## src/sv/lds_pkg.sv

```systemverilog
// Package for the LED digit scan driver: item and result types, position and
// key mode codes, and the segment pattern tables. No dependencies.
`timescale 1ns / 1ps

package lds_pkg;

    localparam int NUM_POSITIONS = 6;
    localparam int POS_W         = 3;
    localparam int SEG_W         = 7;
    localparam int IN_TDATA_W    = 32;
    localparam int OUT_TDATA_W   = 16;

    // Scan positions
    localparam logic [POS_W-1:0] POS_MIN_TENS  = 3'd0;
    localparam logic [POS_W-1:0] POS_MIN_UNITS = 3'd1;
    localparam logic [POS_W-1:0] POS_POWER     = 3'd2;
    localparam logic [POS_W-1:0] POS_SEC_TENS  = 3'd3;
    localparam logic [POS_W-1:0] POS_SEC_UNITS = 3'd4;
    localparam logic [POS_W-1:0] POS_COLOR     = 3'd5;
    localparam logic [POS_W-1:0] POS_LAST      = 3'(NUM_POSITIONS - 1);

    // Key modes
    localparam logic [1:0] KEY_OFF   = 2'd0;
    localparam logic [1:0] KEY_COLOR = 2'd2;

    // Fixed segment patterns
    localparam logic [SEG_W-1:0] SEG_BLANK    = 7'h00;
    localparam logic [SEG_W-1:0] SEG_COLON    = 7'h14;
    localparam logic [SEG_W-1:0] SEG_FAULT_E  = 7'h79;
    localparam logic [SEG_W-1:0] SEG_FAULT_1  = 7'h06;
    localparam logic [SEG_W-1:0] SEG_FULL_RING = 7'h3F;

    typedef struct packed {
        logic       colon_value;
        logic       colon_write;
        logic [1:0] key_mode;
        logic       power_fault;
        logic [4:0] hue_level;
        logic [2:0] bar_level;
        logic [5:0] second;
        logic [5:0] minute;
    } t_item;

    typedef struct packed {
        logic [POS_W-1:0]         position;
        logic [NUM_POSITIONS-1:0] common_lines_n;
        logic [SEG_W-1:0]         segments;
    } t_result;

    // Decimal digit to segments
    function automatic logic [SEG_W-1:0] digit_pat(input logic [3:0] d);
        logic [SEG_W-1:0] p;
        unique case (d)
            4'd0:    p = 7'h3F;
            4'd1:    p = 7'h06;
            4'd2:    p = 7'h5B;
            4'd3:    p = 7'h4F;
            4'd4:    p = 7'h66;
            4'd5:    p = 7'h6D;
            4'd6:    p = 7'h7D;
            4'd7:    p = 7'h07;
            4'd8:    p = 7'h7F;
            4'd9:    p = 7'h6F;
            default: p = 7'h3F;
        endcase
        return p;
    endfunction

    // Battery bar, levels above the table saturate to the top entry
    function automatic logic [SEG_W-1:0] bar_pat(input logic [2:0] lvl);
        logic [SEG_W-1:0] p;
        unique case (lvl)
            3'd0:    p = 7'h00;
            3'd1:    p = 7'h01;
            3'd2:    p = 7'h03;
            3'd3:    p = 7'h0B;
            3'd4:    p = 7'h2B;
            default: p = 7'h6B;
        endcase
        return p;
    endfunction

    // Colour pattern, levels above the table saturate to the top entry
    function automatic logic [SEG_W-1:0] hue_pat(input logic [4:0] lvl);
        logic [SEG_W-1:0] p;
        unique case (lvl)
            5'd0:    p = 7'h01;
            5'd1:    p = 7'h05;
            5'd2:    p = 7'h15;
            5'd3:    p = 7'h11;
            5'd4:    p = 7'h0D;
            5'd5:    p = 7'h1D;
            5'd6:    p = 7'h31;
            5'd7:    p = 7'h35;
            5'd8:    p = 7'h3D;
            5'd9:    p = 7'h03;
            5'd10:   p = 7'h07;
            5'd11:   p = 7'h17;
            5'd12:   p = 7'h13;
            5'd13:   p = 7'h0F;
            5'd14:   p = 7'h1F;
            5'd15:   p = 7'h3F;
            5'd16:   p = 7'h33;
            5'd17:   p = 7'h37;
            5'd18:   p = 7'h04;
            5'd19:   p = 7'h14;
            5'd20:   p = 7'h34;
            5'd21:   p = 7'h0C;
            5'd22:   p = 7'h1C;
            5'd23:   p = 7'h10;
            default: p = 7'h30;
        endcase
        return p;
    endfunction

    // Tens digit of a 6-bit value: (v * 13) >> 7 is exact for 0..63
    function automatic logic [2:0] tens_of(input logic [5:0] v);
        logic [9:0] prod;
        prod = 10'(v) * 10'd13;
        return prod[9:7];
    endfunction

    // Units digit: v - 10 * tens
    function automatic logic [3:0] units_of(input logic [5:0] v);
        logic [5:0] t10;
        logic [5:0] diff;
        t10  = 6'(tens_of(v)) * 6'd10;
        diff = v - t10;
        return diff[3:0];
    endfunction

endpackage

```

## src/sv/lds_in_reg.sv

```systemverilog
// Input register of the LED digit scan driver: takes a slave-side transfer,
// unpacks tdata into an item and holds it until the core consumes it.
// Depends on lds_pkg.
`timescale 1ns / 1ps

module lds_in_reg (
    input  logic                           i_clk,
    input  logic                           i_rst_n,
    input  logic                           i_s_tvalid,
    output logic                           o_s_tready,
    input  logic [lds_pkg::IN_TDATA_W-1:0] i_s_tdata,
    input  logic                           i_advance,
    output logic                           o_valid,
    output lds_pkg::t_item                 o_item
);

    logic           r_valid;
    lds_pkg::t_item r_item;
    logic           take;

    // Free slot, or the held item leaves in this cycle
    assign o_s_tready = !r_valid || i_advance;
    assign take       = i_s_tvalid && o_s_tready;

    // Valid flag
    always_ff @(posedge i_clk) begin
        if (!i_rst_n) begin
            r_valid <= 1'b0;
        end else if (take) begin
            r_valid <= 1'b1;
        end else if (i_advance) begin
            r_valid <= 1'b0;
        end
    end

    // Payload, fields packed from bit 0 up in reverse item order, minute lowest
    always_ff @(posedge i_clk) begin
        if (take) begin
            r_item <= lds_pkg::t_item'(i_s_tdata[$bits(lds_pkg::t_item)-1:0]);
        end
    end

    assign o_valid = r_valid;
    assign o_item  = r_item;

endmodule

```

## src/sv/lds_scan_core.sv

```systemverilog
// Scan core of the LED digit scan driver: holds scan position and colon flag,
// builds the segment pattern and common lines for the current position.
// Depends on lds_pkg.
`timescale 1ns / 1ps

module lds_scan_core (
    input  logic             i_clk,
    input  logic             i_rst_n,
    input  logic             i_fire,
    input  lds_pkg::t_item   i_item,
    output lds_pkg::t_result o_result
);

    logic [lds_pkg::POS_W-1:0] r_scan_pos;
    logic [lds_pkg::POS_W-1:0] n_scan_pos;
    logic                      r_colon;
    logic                      n_colon;

    logic                        colon_eff;
    logic                        key_off;
    logic [lds_pkg::SEG_W-1:0]   seg;
    logic [lds_pkg::SEG_W-1:0]   time_seg;

    // Colon write applies before the scan step
    assign colon_eff = i_item.colon_write ? i_item.colon_value : r_colon;
    assign key_off   = (i_item.key_mode == lds_pkg::KEY_OFF);

    // Time digits, or the fault code
    always_comb begin
        if (i_item.power_fault) begin
            unique case (r_scan_pos)
                lds_pkg::POS_SEC_TENS:  time_seg = lds_pkg::SEG_FAULT_E;
                lds_pkg::POS_SEC_UNITS: time_seg = lds_pkg::SEG_FAULT_1;
                default:                time_seg = lds_pkg::SEG_BLANK;
            endcase
        end else begin
            unique case (r_scan_pos)
                lds_pkg::POS_MIN_TENS:
                    time_seg = lds_pkg::digit_pat({1'b0, lds_pkg::tens_of(i_item.minute)});
                lds_pkg::POS_MIN_UNITS:
                    time_seg = lds_pkg::digit_pat(lds_pkg::units_of(i_item.minute));
                lds_pkg::POS_SEC_TENS:
                    time_seg = lds_pkg::digit_pat({1'b0, lds_pkg::tens_of(i_item.second)});
                default:
                    time_seg = lds_pkg::digit_pat(lds_pkg::units_of(i_item.second));
            endcase
        end
    end

    // Per-position selection and colon flag update
    always_comb begin
        n_colon = colon_eff;
        unique case (r_scan_pos)
            lds_pkg::POS_POWER: begin
                seg = lds_pkg::bar_pat(i_item.bar_level);
                if (colon_eff && !i_item.power_fault) begin
                    seg = seg | lds_pkg::SEG_COLON;
                end
            end
            lds_pkg::POS_COLOR: begin
                if (key_off) begin
                    seg = lds_pkg::SEG_BLANK;
                end else if (i_item.key_mode == lds_pkg::KEY_COLOR) begin
                    seg = lds_pkg::hue_pat(i_item.hue_level);
                end else begin
                    seg = lds_pkg::SEG_FULL_RING;
                end
            end
            default: begin
                if (key_off) begin
                    seg     = lds_pkg::SEG_BLANK;
                    n_colon = 1'b0;
                end else begin
                    seg = time_seg;
                end
            end
        endcase
    end

    // Cyclic position advance
    assign n_scan_pos = (r_scan_pos == lds_pkg::POS_LAST) ? '0 : r_scan_pos + 1'b1;

    always_ff @(posedge i_clk) begin
        if (!i_rst_n) begin
            r_scan_pos <= '0;
            r_colon    <= 1'b0;
        end else if (i_fire) begin
            r_scan_pos <= n_scan_pos;
            r_colon    <= n_colon;
        end
    end

    assign o_result.segments       = seg;
    assign o_result.common_lines_n = ~(lds_pkg::NUM_POSITIONS'(1) << r_scan_pos);
    assign o_result.position       = r_scan_pos;

endmodule

```

## src/sv/led_digit_scan_driver_top.sv

```systemverilog
// Top level of the LED digit scan driver: input register, scan core and
// output register. Depends on lds_pkg, lds_in_reg and lds_scan_core.
`timescale 1ns / 1ps
//
// Usage
//   Each slave-side transfer is one scan tick carrying the time, power and
//   colour levels, fault flag, key mode and an optional colon update. Each
//   tick yields one master-side transfer with the segment pattern, the
//   active-low common lines and the position driven, positions 0..5 in turn.
//   Path: an input transfer is held in the input register, and its result
//   then in the output register.
//   Throughput: one tick per cycle unless the output stalls; the scan core
//   is a single table lookup and select between the two registers; the
//   position and colon flag update as an item enters the output register.
//   Reset (i_rst_n low, synchronous): both registers empty, scan position 0,
//   colon flag cleared.
//   Stall: while o_m_tvalid is high and i_m_tready low, the result holds;
//   the input register still takes one more tick if empty, then o_s_tready
//   drops until the result is taken.
//
module led_digit_scan_driver_top (
    input  logic                            i_clk,
    input  logic                            i_rst_n,
    input  logic                            i_s_tvalid,
    output logic                            o_s_tready,
    // [5:0] minute, [11:6] second, [14:12] bar_level, [19:15] hue_level,
    // [20] power_fault, [22:21] key_mode, [23] colon_write, [24] colon_value,
    // [31:25] zero
    input  logic [lds_pkg::IN_TDATA_W-1:0]  i_s_tdata,
    output logic                            o_m_tvalid,
    input  logic                            i_m_tready,
    // [6:0] segments, [12:7] common_lines_n, [15:13] position
    output logic [lds_pkg::OUT_TDATA_W-1:0] o_m_tdata
);

    logic             core_valid;
    logic             advance;
    lds_pkg::t_item   item;
    lds_pkg::t_result result;

    logic             r_out_valid;
    lds_pkg::t_result r_out;

    // Core may hand over when the output register is empty or draining
    assign advance = core_valid && (!r_out_valid || i_m_tready);

    lds_in_reg u_in_reg (
        .i_clk      (i_clk),
        .i_rst_n    (i_rst_n),
        .i_s_tvalid (i_s_tvalid),
        .o_s_tready (o_s_tready),
        .i_s_tdata  (i_s_tdata),
        .i_advance  (advance),
        .o_valid    (core_valid),
        .o_item     (item)
    );

    lds_scan_core u_core (
        .i_clk    (i_clk),
        .i_rst_n  (i_rst_n),
        .i_fire   (advance),
        .i_item   (item),
        .o_result (result)
    );

    // Output valid
    always_ff @(posedge i_clk) begin
        if (!i_rst_n) begin
            r_out_valid <= 1'b0;
        end else if (advance) begin
            r_out_valid <= 1'b1;
        end else if (i_m_tready) begin
            r_out_valid <= 1'b0;
        end
    end

    // Output payload
    always_ff @(posedge i_clk) begin
        if (advance) begin
            r_out <= result;
        end
    end

    assign o_m_tvalid = r_out_valid;
    assign o_m_tdata  = lds_pkg::OUT_TDATA_W'(r_out);

endmodule
```

## config.mk

```make
export PLATFORM = sky130hd
export DESIGN_NAME = led_digit_scan_driver_top
export DESIGN_NICKNAME = d
export VERILOG_FILES = /design/src/sv/lds_pkg.sv /design/src/sv/lds_in_reg.sv /design/src/sv/lds_scan_core.sv /design/src/sv/led_digit_scan_driver_top.sv
export SDC_FILE = /design/constraint.sdc
export NUM_CORES = 1
export LEC_CHECK = 0
export BUFFER_PORTS_ARGS = -buffer_cell sky130_fd_sc_hd__buf_2
export CELL_PAD_IN_SITES_DETAIL_PLACEMENT = 1
export CELL_PAD_IN_SITES_GLOBAL_PLACEMENT = 2
export CORE_MARGIN = 2
export CORE_UTILIZATION = 35
export CTS_CLUSTER_DIAMETER = 150
export DETAILED_ROUTE_END_ITERATION = 12
export PLACE_DENSITY_LB_ADDON = 0.1
export SLEW_MARGIN = 25
export SYNTH_ARGS = -nofsm -noshare
export SYNTH_HDL_FRONTEND = slang
export SYNTH_HIERARCHICAL = 1
export SYNTH_SLANG_ARGS = --single-unit
```

## constraint.sdc

```tcl
create_clock -name i_clk -period 7.4 [get_ports i_clk]
set_input_delay 1.48 -clock i_clk [delete_from_list [all_inputs] [get_ports i_clk]]
set_output_delay 1.48 -clock i_clk [all_outputs]
set_load 0.02 [all_outputs]
```

==> impl_metrics.ini <==
[clocking]
path_clk_slew_ps = 90
cts_root_buffer = clkbuf_8
cts_hold_buf = 0
htree_levels = 2
cts_tree = built
cts_buffers = 5
clk-insertion-delay-late_ps = 310
cts.sinks = 47
clk_path_buf_depth = 2
ctsResizeCount = 0
postCtsSetupRepairBufs = 0

[detailed_routing]
wl_per_cell_um = 15.1
vias = 2754
viasPerCell = 5.01
drt_pass1_iterations = 4
met3WireLength_um = 192
wl_met2_mm = 3.81
drcViolationCount = 0
top_layer_used = met4
first_iter_violations = 51
wl_met1_mm = 4.21
totalWireLength_mm = 8.30
postRouteAntennaNets = 0

[floorplan]
row_count = 37
die_area_um2 = 11300
die_y_um = 106
die_x_um = 106
coreArea_um2 = 10200
initial_core_util_pct = 35.8
num_io_pins = 54

[sta]
rsz0062_at_grt = false
period_needed_ps = 4820
relSlewSlack_pct = 51.8
worstMarginPinSlew_ps = 718
worst_hold_slack_ps = 520
finalSetupTns_ps = 0
fmax_mhz = 208
setup_viol = 0
finClkSkew_ps = 5.19
hold_viol = 0
slew_viol_final = 0
period_share_pct = 65.1

[finish]
fin_nets = 509
final_cell_area_um2 = 4120
drive_gt1_share_pct = 16.4
fillers = 1187
finalCoreUtilization_pct = 40.3
syn_to_final_growth_pct = 12.6
diodes = 0

[power]
powerDensity_nw_per_um2 = 225
irDropWorstVdd_mv = 0.0844
p_leak_nw = 1.87

[global_route]
grt_pass1_wl_mm = 13.8
grt_util_all_layers_pct = 15.5
grt_max_degree = 26
antenna_found_initial = 0
first_global_vias = 2813
grt_overflow_total = 0

[logic_synthesis]
synth_top_area_share_pct = 33.6
synthTopCellsByArea = edfxtp_1, ha_1, inv_1
ys_types = 56
async_flop_share_pct = 0
synth_nets = 465
synth-seq-cells = 47
avgSynthCellArea_um2 = 9.92
synth_top_cell_by_area = edfxtp_1
synth_common_cells = ha_1, inv_1, edfxtp_1
synthCells = 369
synth_most_common_cell = ha_1
synth_ff_type = edfxtp_1
synth_area_um2 = 3660
synth-seq-area-share_pct = 36.9
synth_edf_count = 41
ys_warn_count = 6

[setup_path]
rrSetupSlack_ps = 2580
crit_arrival_ps = 4880
critPathKind = register to register
worstPathRequired_ps = 7460
rr_startpoint = u_in_reg/o_item[3]$_DFFE_PP_
r2r_cells = 16
critPathCaptureType = register
crit_path_start_kind = register
r2r_end = o_m_tdata[2]$_DFFE_PP_
crit_fanout = 9

[run_status]
status = finished, final reports clean

[hold_path]
min_to = u_core/r_colon$_SDFFE_PN0P_
min_from = u_core/r_colon$_SDFFE_PN0P_
hold_depth = 2
min_path_type = register to register

[place]
dpl_cell_area_um2 = 4040
io_buffers = 46
hpwl_mm = 6.51
gp_congestion = 0.743

[flow_run]
cap_violations = 0
-- layout by cell type, fill, tap and decap left out, types with 5 or more instances in the layout --
cell | synthesis | layout
a22oi_1 | 5 | 5
fa_1 | 6 | 6
o21ai_0 | 25 | 25
a21o_1 | 6 | 6
edfxtp_1 | 41 | 41
buf_2 | 0 | 46
o31ai_1 | 5 | 5
nand2_1 | 17 | 17
clkbuf_8 | 0 | 5
inv_1 | 46 | 46
nor2_1 | 24 | 24
and2_1 | 5 | 5
mux2i_1 | 9 | 9
ha_1 | 54 | 54
xor2_1 | 7 | 7
dfxtp_1 | 6 | 6
a21oi_1 | 27 | 27
nor3_1 | 10 | 10
and3_1 | 6 | 6
-- metal layers --
| layer | up-vias | global-route usage (%) |
|---|---|---|
| met4 | 0 | 3.95 |
| met3 | 8 | 2.33 |
| met5 | - | 0 |
| met1 | 1310 | 21.4 |
| met2 | 32 | 25.6 |
| li1 | 1404 | - |
-- registers in the layout, indices dropped and copies added (netlist names) --
signal / flops
u_in_reg/o_valid: 1
u_in_reg/o_item: 25
o_m_tdata: 16
u_core/r_colon: 1
o_m_tvalid: 1
u_core/r_scan_pos: 3
-- where the power goes --
group	internal (mW)	total, mW	switching, mW
Combinational	0.180	0.439	0.259
Clock	0.0670	0.161	0.0939
Sequential	0.310	0.328	0.0177
Total	0.557	0.928	0.371
-- how the worst max path moves through the flow --
stage | from | end | cells after the start
2_1_floorplan | u_in_reg/o_item[3]$_DFFE_PP_ | o_m_tdata[2]$_DFFE_PP_ | 16
3_3_place_gp | u_in_reg/o_item[3]$_DFFE_PP_ | o_m_tdata[2]$_DFFE_PP_ | 16
3_5_place_dp | u_in_reg/o_item[3]$_DFFE_PP_ | o_m_tdata[2]$_DFFE_PP_ | 16
4_1_cts | u_in_reg/o_item[3]$_DFFE_PP_ | o_m_tdata[2]$_DFFE_PP_ | 16
5_1_grt | u_in_reg/o_item[8]$_DFFE_PP_ | o_m_tdata[2]$_DFFE_PP_ | 17
6_report | u_in_reg/o_item[3]$_DFFE_PP_ | o_m_tdata[2]$_DFFE_PP_ | 16
-- critical path: stages (launching register included) --
cell and delay, ps:
edfxtp_1 490, ha_1 320, inv_1 50, fa_1 510, inv_1 40, ha_1 300
a21o_1 210, a221oi_2 330, xnor2_1 280, inv_1 170, ha_1 230, fa_1 370
xor2_1 180, xnor3_2 360, o21ai_1 180, a41oi_1 140, or3_1 400
-- kinds of logic (layout without fill, tap and decap cells) --
family          count (synthesis)  after routing  share of synthesized area (%)
xor+xnor                       12             12                           3.28
simple gates                   87             87                           12.2
flops                          47             47                           36.9
mux                            13             13                           4.07
fa+ha+maj                      60             60                           21.7
buf+inv                        56            101                           5.74
compound gates                 94             94                           16.1
-- final cells by class --
cell class	count	area [um2]	share of cell area [%]
well taps	136	170	4.13
clock buffers	6	72.6	1.76
clock inverters	2	13.8	0.334
inverters	47	176	4.28
flip-flops and latches	47	1350	32.8
repair buffers	46	230	5.58
multi-input cells	266	2110	51.1
-- stage by stage --
step	instances	power, mW	setup slack [ps]
floorplan	369	0.665	3030
global placement	542	0.768	2590
detailed placement	542	0.777	2550
CTS	550	0.942	2530
global route	550	1.02	2250
finish	550	0.928	2580
No activity file was read; power rests on OpenSTA's default activity.
